**src/design/wgwd_pkg.sv**
```systemverilog
// wave gesture window detector: shared constants, widths and types
// no dependencies; imported by wgwd_minmax and wave_gesture_window_detector_top
package wgwd_pkg;

   localparam int WINDOW_LEN = 10;
   localparam int COORD_W    = 9;
   localparam int CNT_W      = (WINDOW_LEN > 1) ? $clog2(WINDOW_LEN) : 1;

   // request: tuser = {hand_tracked, elbow_tracked}, tdata = four coordinates
   localparam int REQ_USER_W   = 2;
   localparam int REQ_FIELDS_W = 4 * COORD_W;
   localparam int REQ_DATA_W   = ((REQ_FIELDS_W + 7) / 8) * 8;

   // response: tuser = window_updated, tdata = wave_detected, elbow_swing, hand_swing
   localparam int RSP_FIELDS_W = 1 + 2 * COORD_W;
   localparam int RSP_DATA_W   = ((RSP_FIELDS_W + 7) / 8) * 8;

   localparam int CSR_IDX_W = 4;

   localparam logic [COORD_W-1:0] HAND_SWING_RESET  = COORD_W'(100);
   localparam logic [COORD_W-1:0] ELBOW_SWING_RESET = COORD_W'(50);

   localparam logic [CSR_IDX_W-1:0] REG_HAND_SWING_MIN  = CSR_IDX_W'(0);
   localparam logic [CSR_IDX_W-1:0] REG_ELBOW_SWING_MAX = CSR_IDX_W'(1);

   // control from the sequencer to the min/max unit
   typedef struct packed {
      logic step;    // a sample is presented this cycle
      logic first;   // sample is the first of the scan
   } scan_ctl_type;

endpackage

```
**src/design/wgwd_minmax.sv**
```systemverilog
// shared min/max tracker for the elbow and hand columns, one sample pair a cycle
// depends on wgwd_pkg
module wgwd_minmax (
   input  logic                          clock,
   input  wgwd_pkg::scan_ctl_type        ctl,
   input  logic [wgwd_pkg::COORD_W-1:0]  elbow_smp,
   input  logic [wgwd_pkg::COORD_W-1:0]  hand_smp,
   output logic [wgwd_pkg::COORD_W-1:0]  elbow_swing,
   output logic [wgwd_pkg::COORD_W-1:0]  hand_swing
);
   import wgwd_pkg::*;

   logic [COORD_W-1:0] elbow_lo_ff, elbow_hi_ff, hand_lo_ff, hand_hi_ff;
   logic [COORD_W-1:0] elbow_lo_in, elbow_hi_in, hand_lo_in, hand_hi_in;

   always_comb begin
      elbow_lo_in = elbow_lo_ff;
      elbow_hi_in = elbow_hi_ff;
      hand_lo_in  = hand_lo_ff;
      hand_hi_in  = hand_hi_ff;
      if (ctl.step) begin
         if (ctl.first || elbow_smp < elbow_lo_ff) elbow_lo_in = elbow_smp;
         if (ctl.first || elbow_smp > elbow_hi_ff) elbow_hi_in = elbow_smp;
         if (ctl.first || hand_smp < hand_lo_ff)   hand_lo_in  = hand_smp;
         if (ctl.first || hand_smp > hand_hi_ff)   hand_hi_in  = hand_smp;
      end
   end

   always_ff @(posedge clock) begin
      elbow_lo_ff <= elbow_lo_in;
      elbow_hi_ff <= elbow_hi_in;
      hand_lo_ff  <= hand_lo_in;
      hand_hi_ff  <= hand_hi_in;
   end

   assign elbow_swing = elbow_hi_ff - elbow_lo_ff;
   assign hand_swing  = hand_hi_ff - hand_lo_ff;

endmodule

```
**src/design/wave_gesture_window_detector_top.sv**
```systemverilog
// wave gesture window detector top level: gating, window, scan sequencer, registers
// a frame that enters the window is answered after every window entry has passed through the
// shared min/max unit and the result is registered; a rejected frame skips the scan and its
// response is registered directly. no new request is taken until the response to the last one
// is registered, and later while a response waits. synchronous reset clears the window to zeros
// and the thresholds to 100/50
module wave_gesture_window_detector_top (
   input  logic                             clock,
   input  logic                             reset,
   input  logic                             req_tvalid,
   output logic                             req_tready,
   // bits from 0: elbow_x, elbow_y, hand_x, hand_y, zero pad
   input  logic [wgwd_pkg::REQ_DATA_W-1:0]  req_tdata,
   // bits from 0: elbow_tracked, hand_tracked
   input  logic [wgwd_pkg::REQ_USER_W-1:0]  req_tuser,
   output logic                             rsp_tvalid,
   input  logic                             rsp_tready,
   // bits from 0: wave_detected, elbow_swing, hand_swing, zero pad
   output logic [wgwd_pkg::RSP_DATA_W-1:0]  rsp_tdata,
   // bit 0: window_updated
   output logic                             rsp_tuser,
   input  logic                             csr_valid,
   output logic                             csr_ready,
   input  logic [wgwd_pkg::CSR_IDX_W-1:0]   csr_index,
   input  logic [wgwd_pkg::COORD_W-1:0]     csr_wdata
);
   import wgwd_pkg::*;

   typedef enum logic [1:0] {
      ST_IDLE,
      ST_SCAN,
      ST_EMIT
   } state_type;

   state_type              state_ff, state_in;
   logic [CNT_W-1:0]       cnt_ff, cnt_in;
   logic                   updated_ff, updated_in;
   logic                   rsp_tvalid_ff, rsp_tvalid_in;
   logic [RSP_DATA_W-1:0]  rsp_tdata_ff, rsp_tdata_in;
   logic                   rsp_tuser_ff, rsp_tuser_in;
   logic [COORD_W-1:0]     hand_swing_min_ff, elbow_swing_max_ff;

   logic [COORD_W-1:0]     elbow_win_ff [WINDOW_LEN];
   logic [COORD_W-1:0]     hand_win_ff  [WINDOW_LEN];
   logic [COORD_W-1:0]     elbow_win_in [WINDOW_LEN];
   logic [COORD_W-1:0]     hand_win_in  [WINDOW_LEN];

   logic [COORD_W-1:0]     req_elbow_x, req_elbow_y, req_hand_x, req_hand_y;
   logic                   req_fire, req_pass;
   scan_ctl_type           scan_ctl;
   logic [COORD_W-1:0]     elbow_swing, hand_swing;
   logic                   wave;

   assign req_elbow_x = req_tdata[0*COORD_W +: COORD_W];
   assign req_elbow_y = req_tdata[1*COORD_W +: COORD_W];
   assign req_hand_x  = req_tdata[2*COORD_W +: COORD_W];
   assign req_hand_y  = req_tdata[3*COORD_W +: COORD_W];

   assign req_tready = (state_ff == ST_IDLE);
   assign req_fire   = req_tvalid && req_tready;
   assign req_pass   = req_tuser[0] && req_tuser[1] && (req_hand_y < req_elbow_y);

   assign csr_ready  = 1'b1;

   // configuration registers; unknown indexes are dropped
   always_ff @(posedge clock) begin
      if (reset) begin
         hand_swing_min_ff  <= HAND_SWING_RESET;
         elbow_swing_max_ff <= ELBOW_SWING_RESET;
      end else if (csr_valid && csr_ready) begin
         case (csr_index)
            REG_HAND_SWING_MIN:  hand_swing_min_ff  <= csr_wdata;
            REG_ELBOW_SWING_MAX: elbow_swing_max_ff <= csr_wdata;
            default: ;
         endcase
      end
   end

   // window: shift in a passing frame, rotate once per scan cycle so entry 0 is the tap
   always_comb begin
      for (int i = 0; i < WINDOW_LEN; i++) begin
         elbow_win_in[i] = elbow_win_ff[i];
         hand_win_in[i]  = hand_win_ff[i];
      end
      if ((req_fire && req_pass) || state_ff == ST_SCAN) begin
         for (int i = 0; i < WINDOW_LEN - 1; i++) begin
            elbow_win_in[i] = elbow_win_ff[i+1];
            hand_win_in[i]  = hand_win_ff[i+1];
         end
         if (state_ff == ST_SCAN) begin
            elbow_win_in[WINDOW_LEN-1] = elbow_win_ff[0];
            hand_win_in[WINDOW_LEN-1]  = hand_win_ff[0];
         end else begin
            elbow_win_in[WINDOW_LEN-1] = req_elbow_x;
            hand_win_in[WINDOW_LEN-1]  = req_hand_x;
         end
      end
   end

   always_ff @(posedge clock) begin
      for (int i = 0; i < WINDOW_LEN; i++) begin
         if (reset) begin
            elbow_win_ff[i] <= '0;
            hand_win_ff[i]  <= '0;
         end else begin
            elbow_win_ff[i] <= elbow_win_in[i];
            hand_win_ff[i]  <= hand_win_in[i];
         end
      end
   end

   assign scan_ctl.step  = (state_ff == ST_SCAN);
   assign scan_ctl.first = (cnt_ff == '0);

   wgwd_minmax u_minmax (
      .clock       (clock),
      .ctl         (scan_ctl),
      .elbow_smp   (elbow_win_ff[0]),
      .hand_smp    (hand_win_ff[0]),
      .elbow_swing (elbow_swing),
      .hand_swing  (hand_swing)
   );

   assign wave = (hand_swing >= hand_swing_min_ff) && (elbow_swing <= elbow_swing_max_ff);

   // sequencer and response register
   always_comb begin
      state_in      = state_ff;
      cnt_in        = cnt_ff;
      updated_in    = updated_ff;
      rsp_tvalid_in = rsp_tvalid_ff;
      rsp_tdata_in  = rsp_tdata_ff;
      rsp_tuser_in  = rsp_tuser_ff;
      if (rsp_tvalid_ff && rsp_tready) rsp_tvalid_in = 1'b0;
      case (state_ff)
         ST_IDLE: begin
            if (req_fire) begin
               updated_in = req_pass;
               cnt_in     = '0;
               state_in   = req_pass ? ST_SCAN : ST_EMIT;
            end
         end
         ST_SCAN: begin
            if (cnt_ff == CNT_W'(WINDOW_LEN - 1)) begin
               cnt_in   = '0;
               state_in = ST_EMIT;
            end else begin
               cnt_in = cnt_ff + 1'b1;
            end
         end
         ST_EMIT: begin
            // wait for the output register to free up
            if (!rsp_tvalid_ff || rsp_tready) begin
               rsp_tvalid_in = 1'b1;
               rsp_tuser_in  = updated_ff;
               if (updated_ff) begin
                  rsp_tdata_in = RSP_DATA_W'({hand_swing, elbow_swing, wave});
               end else begin
                  rsp_tdata_in = '0;
               end
               state_in = ST_IDLE;
            end
         end
         default: state_in = ST_IDLE;
      endcase
   end

   always_ff @(posedge clock) begin
      if (reset) begin
         state_ff      <= ST_IDLE;
         cnt_ff        <= '0;
         updated_ff    <= 1'b0;
         rsp_tvalid_ff <= 1'b0;
      end else begin
         state_ff      <= state_in;
         cnt_ff        <= cnt_in;
         updated_ff    <= updated_in;
         rsp_tvalid_ff <= rsp_tvalid_in;
      end
      rsp_tdata_ff <= rsp_tdata_in;
      rsp_tuser_ff <= rsp_tuser_in;
   end

   assign rsp_tvalid = rsp_tvalid_ff;
   assign rsp_tdata  = rsp_tdata_ff;
   assign rsp_tuser  = rsp_tuser_ff;

`ifndef SYNTHESIS
   // a rejected frame carries an all-zero payload
   a_reject_zero: assert property (@(posedge clock) disable iff (reset)
      rsp_tvalid && !rsp_tuser |-> rsp_tdata == '0)
      else $error("rejected frame with nonzero response payload");

   // a wave is only reported for a frame that entered the window
   a_wave_needs_update: assert property (@(posedge clock) disable iff (reset)
      rsp_tvalid && rsp_tdata[0] |-> rsp_tuser)
      else $error("wave reported without window update");

   // scan counter rests at zero outside the scan
   a_cnt_idle: assert property (@(posedge clock) disable iff (reset)
      state_ff != ST_SCAN |-> cnt_ff == '0)
      else $error("scan counter not cleared outside scan");

   // a passing request always starts a scan
   a_pass_scans: assert property (@(posedge clock) disable iff (reset)
      req_fire && req_pass |=> state_ff == ST_SCAN)
      else $error("passing request did not start a scan");
`endif

endmodule
```
**config.mk**
```make
export PLATFORM = sky130hd
export DESIGN_NAME = wave_gesture_window_detector_top
export DESIGN_NICKNAME = d
export VERILOG_FILES = /design/src/design/wgwd_pkg.sv /design/src/design/wgwd_minmax.sv /design/src/design/wave_gesture_window_detector_top.sv
export SDC_FILE = /design/constraint.sdc
export NUM_CORES = 1
export LEC_CHECK = 0
export ABC_AREA = 1
export ABC_CLOCK_PERIOD_IN_PS = 3300
export BUFFER_PORTS_ARGS = -buffer_cell sky130_fd_sc_hd__buf_2
export CELL_PAD_IN_SITES_DETAIL_PLACEMENT = 0
export CELL_PAD_IN_SITES_GLOBAL_PLACEMENT = 2
export CORE_MARGIN = 5
export CORE_UTILIZATION = 24
export CTS_CLUSTER_SIZE = 8
export DETAILED_ROUTE_END_ITERATION = 10
export GPL_TIMING_DRIVEN = 0
export PLACE_DENSITY = 0.6
export SLEW_MARGIN = 20
export SYNTH_ARGS = -nofsm -noshare
export SYNTH_HDL_FRONTEND = slang
export SYNTH_SLANG_ARGS = --single-unit
```
**constraint.sdc**
```tcl
create_clock -name clock -period 3.3 [get_ports clock]
set_clock_uncertainty 0.1 [all_clocks]
set_input_delay 0.495 -clock clock [delete_from_list [all_inputs] [get_ports clock]]
set_output_delay 0.495 -clock clock [all_outputs]
set_load 0.02 [all_outputs]
```
# Word-level counts from Yosys, hierarchy flattened
# Memories as Yosys holds them, arrays and structs flattened.
# Cells that the tools add are included.
[word_totals] ff_bits=87 ramBits=180 in_bits=60 output_inout_bits=28 wordCells=117 mem_count=2
[classes] add_sub_neg=3 order_cmp=7 eq_ne=7 mux=38 bitwise_logic=20 n_reduce_logical=27
[mem_list] name="elbow_win_ff" words=10 width=9 rd=10 rd_ports_with_merged_regs=0 wr=10 line="wave_gesture_window_detector_top.sv:43" text="logic [COORD_W-1:0] elbow_win_ff [WINDOW_LEN];"
[mem_list] name="hand_win_ff" words=10 width=9 rd=10 rd_ports_with_merged_regs=0 wr=10 line="wave_gesture_window_detector_top.sv:44" text="logic [COORD_W-1:0] hand_win_ff [WINDOW_LEN];"
[ops] op="$mux W9" n=22
[ops] op="$mux W90" n=2
[ops] op="$lt A9 B9 Y1" n=3
[ops] op="$or A1 B1 Y1" n=20
[ops] op="$gt A9 B9 Y1" n=2
[ops] op="$reduce_and A2 Y1" n=9
[ops] op="$sub A9 B9 Y9" n=2
[ops] op="$ge A9 B9 Y1" n=1
[ops] op="$le A9 B9 Y1" n=1
[ops] op="$logic_not A4 Y1" n=2
[ops] op="$mux W2" n=4
[ops] op="$mux W4" n=2
[ops] op="$pmux W4 S2" n=1
[ops] op="$logic_and A1 B1 Y1" n=6
[ops] op="$logic_or A1 B1 Y1" n=6
[ops] op="$mux W1" n=6
[ops] op="$pmux W2 S3" n=1
[ops] op="$add A4 B1 Y4 const B" n=1
[ops] op="$eq A4 B1 Y1 const B" n=1
[ops] op="$eq A4 B4 Y1 const B" n=1
[ops] op="$ne A2 B1 Y1 const B" n=2
[ops] op="$reduce_and A3 Y1" n=1
[ops] op="$eq A2 B1 Y1 const B" n=1
[ops] op="$eq A2 B2 Y1 const B" n=1
[ops] op="4 further kinds" n=4

# Logic depth before layout (Yosys ltp)
[depth] ltp_word=6 depth_mapped=20 depth_no_buf=20

# Modules after synthesis
# Synthesis repeated with hierarchy kept, for this count alone.
[unflattened] hier_cells=1831 area_unflattened_um2=13440.4
[by_module_without_submodules] mod="wave_gesture_window_detector_top" n_inst=1 cells_each=1528 area_per_inst_um2=10671.5 seq_area_each_um2=4724.5
[by_module_without_submodules] mod="wgwd_minmax" n_inst=1 cells_each=303 area_per_inst_um2=2768.9 seq_area_each_um2=1081.0

# Least setup slack after synthesis
# No wires, ideal clock.
[synth_timing] path_type="reg2reg" from="reg u_minmax.hand_hi_ff[0]" to="reg rsp_tdata_ff[0] (netlist: rsp_tdata[0]) (data pin)" setup_time_ns=0.257 arrival_time_ns=2.487 required_time_ns=2.943 slack_ns=0.456 path_stages_with_launch=18 path_buffers=0 period_less_slack_ns=2.844 path_cell_list="edfxtp_1 -> inv_1 -> ha_1 -> inv_1 -> fa_1 -> nand2_1 -> inv_1 -> o21ai_0 -> nand2_1 -> a21oi_1 -> xor2_1 -> inv_1 -> ha_1 -> a21oi_1 -> o21a_1 -> nand3_1 -> o21ai_0 -> nor2_1"
[synth_via] elab_chain_cells=3
[synth_lines] item="start: declaration" line="wgwd_minmax.sv:13" text="logic [COORD_W-1:0] elbow_lo_ff, elbow_hi_ff, hand_lo_ff, hand_hi_ff;"
[synth_lines] item="start signal: assignment" line="wgwd_minmax.sv:33" text="hand_hi_ff <= hand_hi_in;"
[synth_lines] item="$sub A9 B9 Y9" line="wgwd_minmax.sv:37" text="assign hand_swing = hand_hi_ff - hand_lo_ff;"
[synth_lines] item="net hand_swing[6]" line="wave_gesture_window_detector_top.sv:51" text="logic [COORD_W-1:0] elbow_swing, hand_swing;"
[synth_lines] item="$ge A9 B9 Y1" line="wave_gesture_window_detector_top.sv:124" text="assign wave = (hand_swing >= hand_swing_min_ff) && (elbow_swing <= elbow_swing_max_ff);"
[synth_lines] item="$logic_and A1 B1 Y1" line="wave_gesture_window_detector_top.sv:124"
[synth_lines] item="end signal: assignment" line="wave_gesture_window_detector_top.sv:180" text="rsp_tdata_ff <= rsp_tdata_in;"
[synth_lines] item="end: declaration" line="wave_gesture_window_detector_top.sv:39" text="logic [RSP_DATA_W-1:0] rsp_tdata_ff, rsp_tdata_in;"
# The timed path passes the listed nets, and every way through them passes these cells.
# A chain may end at the register's enable or synchronous reset.

# Worst setup path after layout
[layout_timing] from="reg u_minmax.elbow_lo_ff[0]" to="reg rsp_tdata_ff[0] (netlist: rsp_tdata[0]) (data pin)"
[layout_via] elab_chain_cells=3
[layout_lines] item="start: declaration" line="wgwd_minmax.sv:13"
[layout_lines] item="start signal: assignment" line="wgwd_minmax.sv:30" text="elbow_lo_ff <= elbow_lo_in;"
[layout_lines] item="$sub A9 B9 Y9" line="wgwd_minmax.sv:36" text="assign elbow_swing = elbow_hi_ff - elbow_lo_ff;"
[layout_lines] item="net elbow_swing[8]" line="wave_gesture_window_detector_top.sv:51"
[layout_lines] item="$le A9 B9 Y1" line="wave_gesture_window_detector_top.sv:124"
[layout_lines] item="$logic_and A1 B1 Y1" line="wave_gesture_window_detector_top.sv:124"
# The timed path passes the listed nets, and every way through them passes these cells.

==> run summary <==
Overflow after GRT: 0
Setup CP Type: reg2reg
hold crit path type: in2reg
Worst Path Required: 3.48 ns
total power: 0.00836 W
clock tree buffer depth: 3
CTS tree: built
max_slew headroom: 29.6%
vias in the first global route: 11,300
Worst Reg-to-Reg Cells: 18
Arr. time, crit path: 3.23 ns
port bufs: 77
DR WL/cell: 15.1 um
die height: 246 um
share of post-route cells with drive strength above 1: 10.3%
total CTS buffers: 38
final worst-path cycle share: 92.3%
H-tree levels: 2
Antenna Cells: 0
Hold Path Depth: 3
Final Setup Violations: 0
Top FF cell, synth: dfxtp_1
peak supply drop: 0.264 mV
Routed WL: 40,800 um
worst-skew pair later-pin latency: 0.54 ns
area of the core: 0.0551 mm^2
Synth cell types: 33
first-pass GRT wire length: 64,600 um
run status: completed
min cycle time layout: 3.05 ns
via count: 11,300
Fin. Hold Viols: 0
CTS Sinks: 262
gr usage total: 13.4%
clock slew at reported path FFs: 0.05 ns
largest net degree at the start of global routing: 16
static leakage: 7.71 nW
area grow syn2layout: 18.6%
EDFF count, synth: 56
R2R setup slack: 0.25 ns
startpoint types: flop
nature of the critical path endpoint: flop
Vias per Instance: 4.19
Gate Count Post-Synth: 1,812
register area share after synthesis: 43.4%
FP Rows: 86
PD cells: 528 mW/mm^2
initial core utilization: 24.3%
R2R Path End: rsp_tdata[0]
synthesis-stage register bit count: 262
setup TNS: 0 ns
Setup crit start: u_minmax.elbow_lo_ff[0]
worst r2r src: u_minmax.elbow_lo_ff[0]
initial antenna violation count: 0
routability cong.: 0.764
# DRC: 0
WHS Endpoint: hand_swing_min_ff[6]
syn avg cell area: 7.37 um^2
synth warn: 0
initial DRC count: 498
FFs w/ async S/R, synth: 0%
post-route antenna net violation count: 0
die area: 0.0605 mm^2
worst-margin pin slew: 1.06 ns
min-delay src: csr_wdata[6]
die width: 246 um
Max Cap Viol: 0
Crit Path Max Fanout: 3
Layout Nets: 2,079
Syn Std Cell Area: 0.0134 mm^2
fmax: 328 MHz
# IOs: 88
Slew Limit Fails: 0
1st-pass router iterations: 5
hpwl dp: 30,000 um
Root Buffer Master: clkbuf_16
-- per-layer routing --
metal	up-vias	GRT usage, %	wire length [um]
li1	6004	-	-
met1	5135	18.4	19900
met2	125	22.3	18800
met3	45	2.54	1450
met4	0	2.66	644
met5	-	0	0
-- power breakdown --
group	switching [W]	internal [W]
Combinational	0.000700	0.000428
Sequential	0.000147	0.00350
Clock	0.00144	0.00214
-- registers in the layout (all words and copies together), names as in the netlist --
register              flops
elbow_win_ff             90
state_ff                  2
u_minmax.elbow_lo_ff      9
u_minmax.hand_lo_ff       9
hand_win_ff              90
u_minmax.elbow_hi_ff      9
cnt_ff                    4
rsp_tdata                19
hand_swing_min_ff         9
elbow_swing_max_ff        9
u_minmax.hand_hi_ff       9
rsp_tuser                 1
updated_ff                1
rsp_tvalid                1
-- cell usage after synthesis (4+ instances only) --
cell type / number / share of area (%)
nor3_1: 6 / 0.22
a21oi_1: 226 / 8.5
a21oi_2: 9 / 0.59
nand2_1: 304 / 8.5
xor2_1: 10 / 0.66
buf_4: 6 / 0.34
nor2_1: 227 / 6.4
o211ai_1: 5 / 0.28
buf_2: 22 / 0.82
nand3b_1: 4 / 0.22
ha_1: 79 / 7.4
nand3_1: 196 / 7.3
buf_1: 7 / 0.20
nand4_1: 8 / 0.37
o21ai_0: 42 / 1.6
o21a_1: 4 / 0.22
a31oi_1: 4 / 0.19
o21bai_1: 4 / 0.22
clkbuf_1: 59 / 1.7
inv_1: 294 / 8.3
edfxtp_1: 56 / 13
dfxtp_1: 206 / 31
buf_6: 20 / 1.7
-- critical path, stage by stage (launching register included) --
cell and delay (ns):
edfxtp_1 0.39, ha_1 0.23, fa_2 0.38, nor2_4 0.11, o21ai_0 0.09, nand2_1 0.16, nand4_1 0.15, nand2_1 0.09
nand2_1 0.05, nand2_2 0.09, inv_1 0.08, ha_4 0.27, nand2_1 0.07, nor2_2 0.13, nand3b_1 0.08, nand3_1 0.08
nand2_1 0.08, o21ai_1 0.09, nor2_1 0.06
-- placed cells by master (no fill, tap or decap), types with 7 or more instances in the layout --
cell type,synthesis,layout
a21oi_1,226,222
o21ai_0,42,40
nand3_1,196,196
edfxtp_1,56,56
ha_1,79,77
nor2_1,227,224
clkbuf_1,59,69
nand4_1,8,8
dfxtp_1,206,206
nand2_1,304,301
xor2_1,10,9
buf_6,20,21
buf_2,22,99
buf_4,6,10
clkbuf_16,0,39
inv_1,294,294
a21oi_2,9,13
buf_1,7,7
-- worst max-delay path by stage --
stage                              end  slack (ns)
after floorplan           rsp_tdata[0]        0.46
after global placement    rsp_tdata[0]       -0.12
after detailed placement  rsp_tdata[0]       -0.11
after CTS                 rsp_tdata[0]       0.009
after global routing      rsp_tdata[0]       -0.01
final                     rsp_tdata[0]        0.25
-- cells by family after synthesis --
| group | share of synthesized area (%) |
|---|---|
| buffers and inverters | 13.1 |
| adder cells (fa/ha/maj) | 7.70 |
| AND/OR/NAND/NOR | 23.3 |
| XOR/XNOR | 0.655 |
| other | 0.0562 |
| AO/OA/AOI/OAI | 11.7 |
| flip-flops | 43.4 |
-- cell type report --
class | count | area [um^2]
clock inverters | 1 | 8.76
repair buffers | 82 | 427
inverters | 296 | 1110
multi-input cells | 1143 | 5890
fillers | 6100 | 39200
flip-flops and latches | 262 | 5810
clock buffers | 50 | 1030
plain buffers | 115 | 643
well taps | 748 | 936
-- metrics by stage --
stage / setup slack [ns] / util, % / hold WS [ns] / instances / cell area, um^2
2_1_floorplan: 0.456 / - / 0.326 / 1816 / 13400
3_3_place_gp: -0.116 / 26.7 / 0.335 / 2641 / 14700
3_5_place_dp: -0.110 / 26.7 / 0.337 / 2642 / 14700
4_1_cts: 0.00909 / 28.6 / 0.0692 / 2695 / 15800
5_1_grt: -0.0115 / 28.8 / 0.119 / 2697 / 15800
6_report: 0.253 / 28.8 / 0.111 / 2697 / 15800
-- repair_timing --
item | 4_1_cts | 5_1_grt
hold buffers | 0 | 0
pin swaps | 1 | 8
setup buffers | 2 | 2
setup endpoints to repair | 1 | 1
resized for setup | 1 | 16
(Power assumes the default switching activity.)
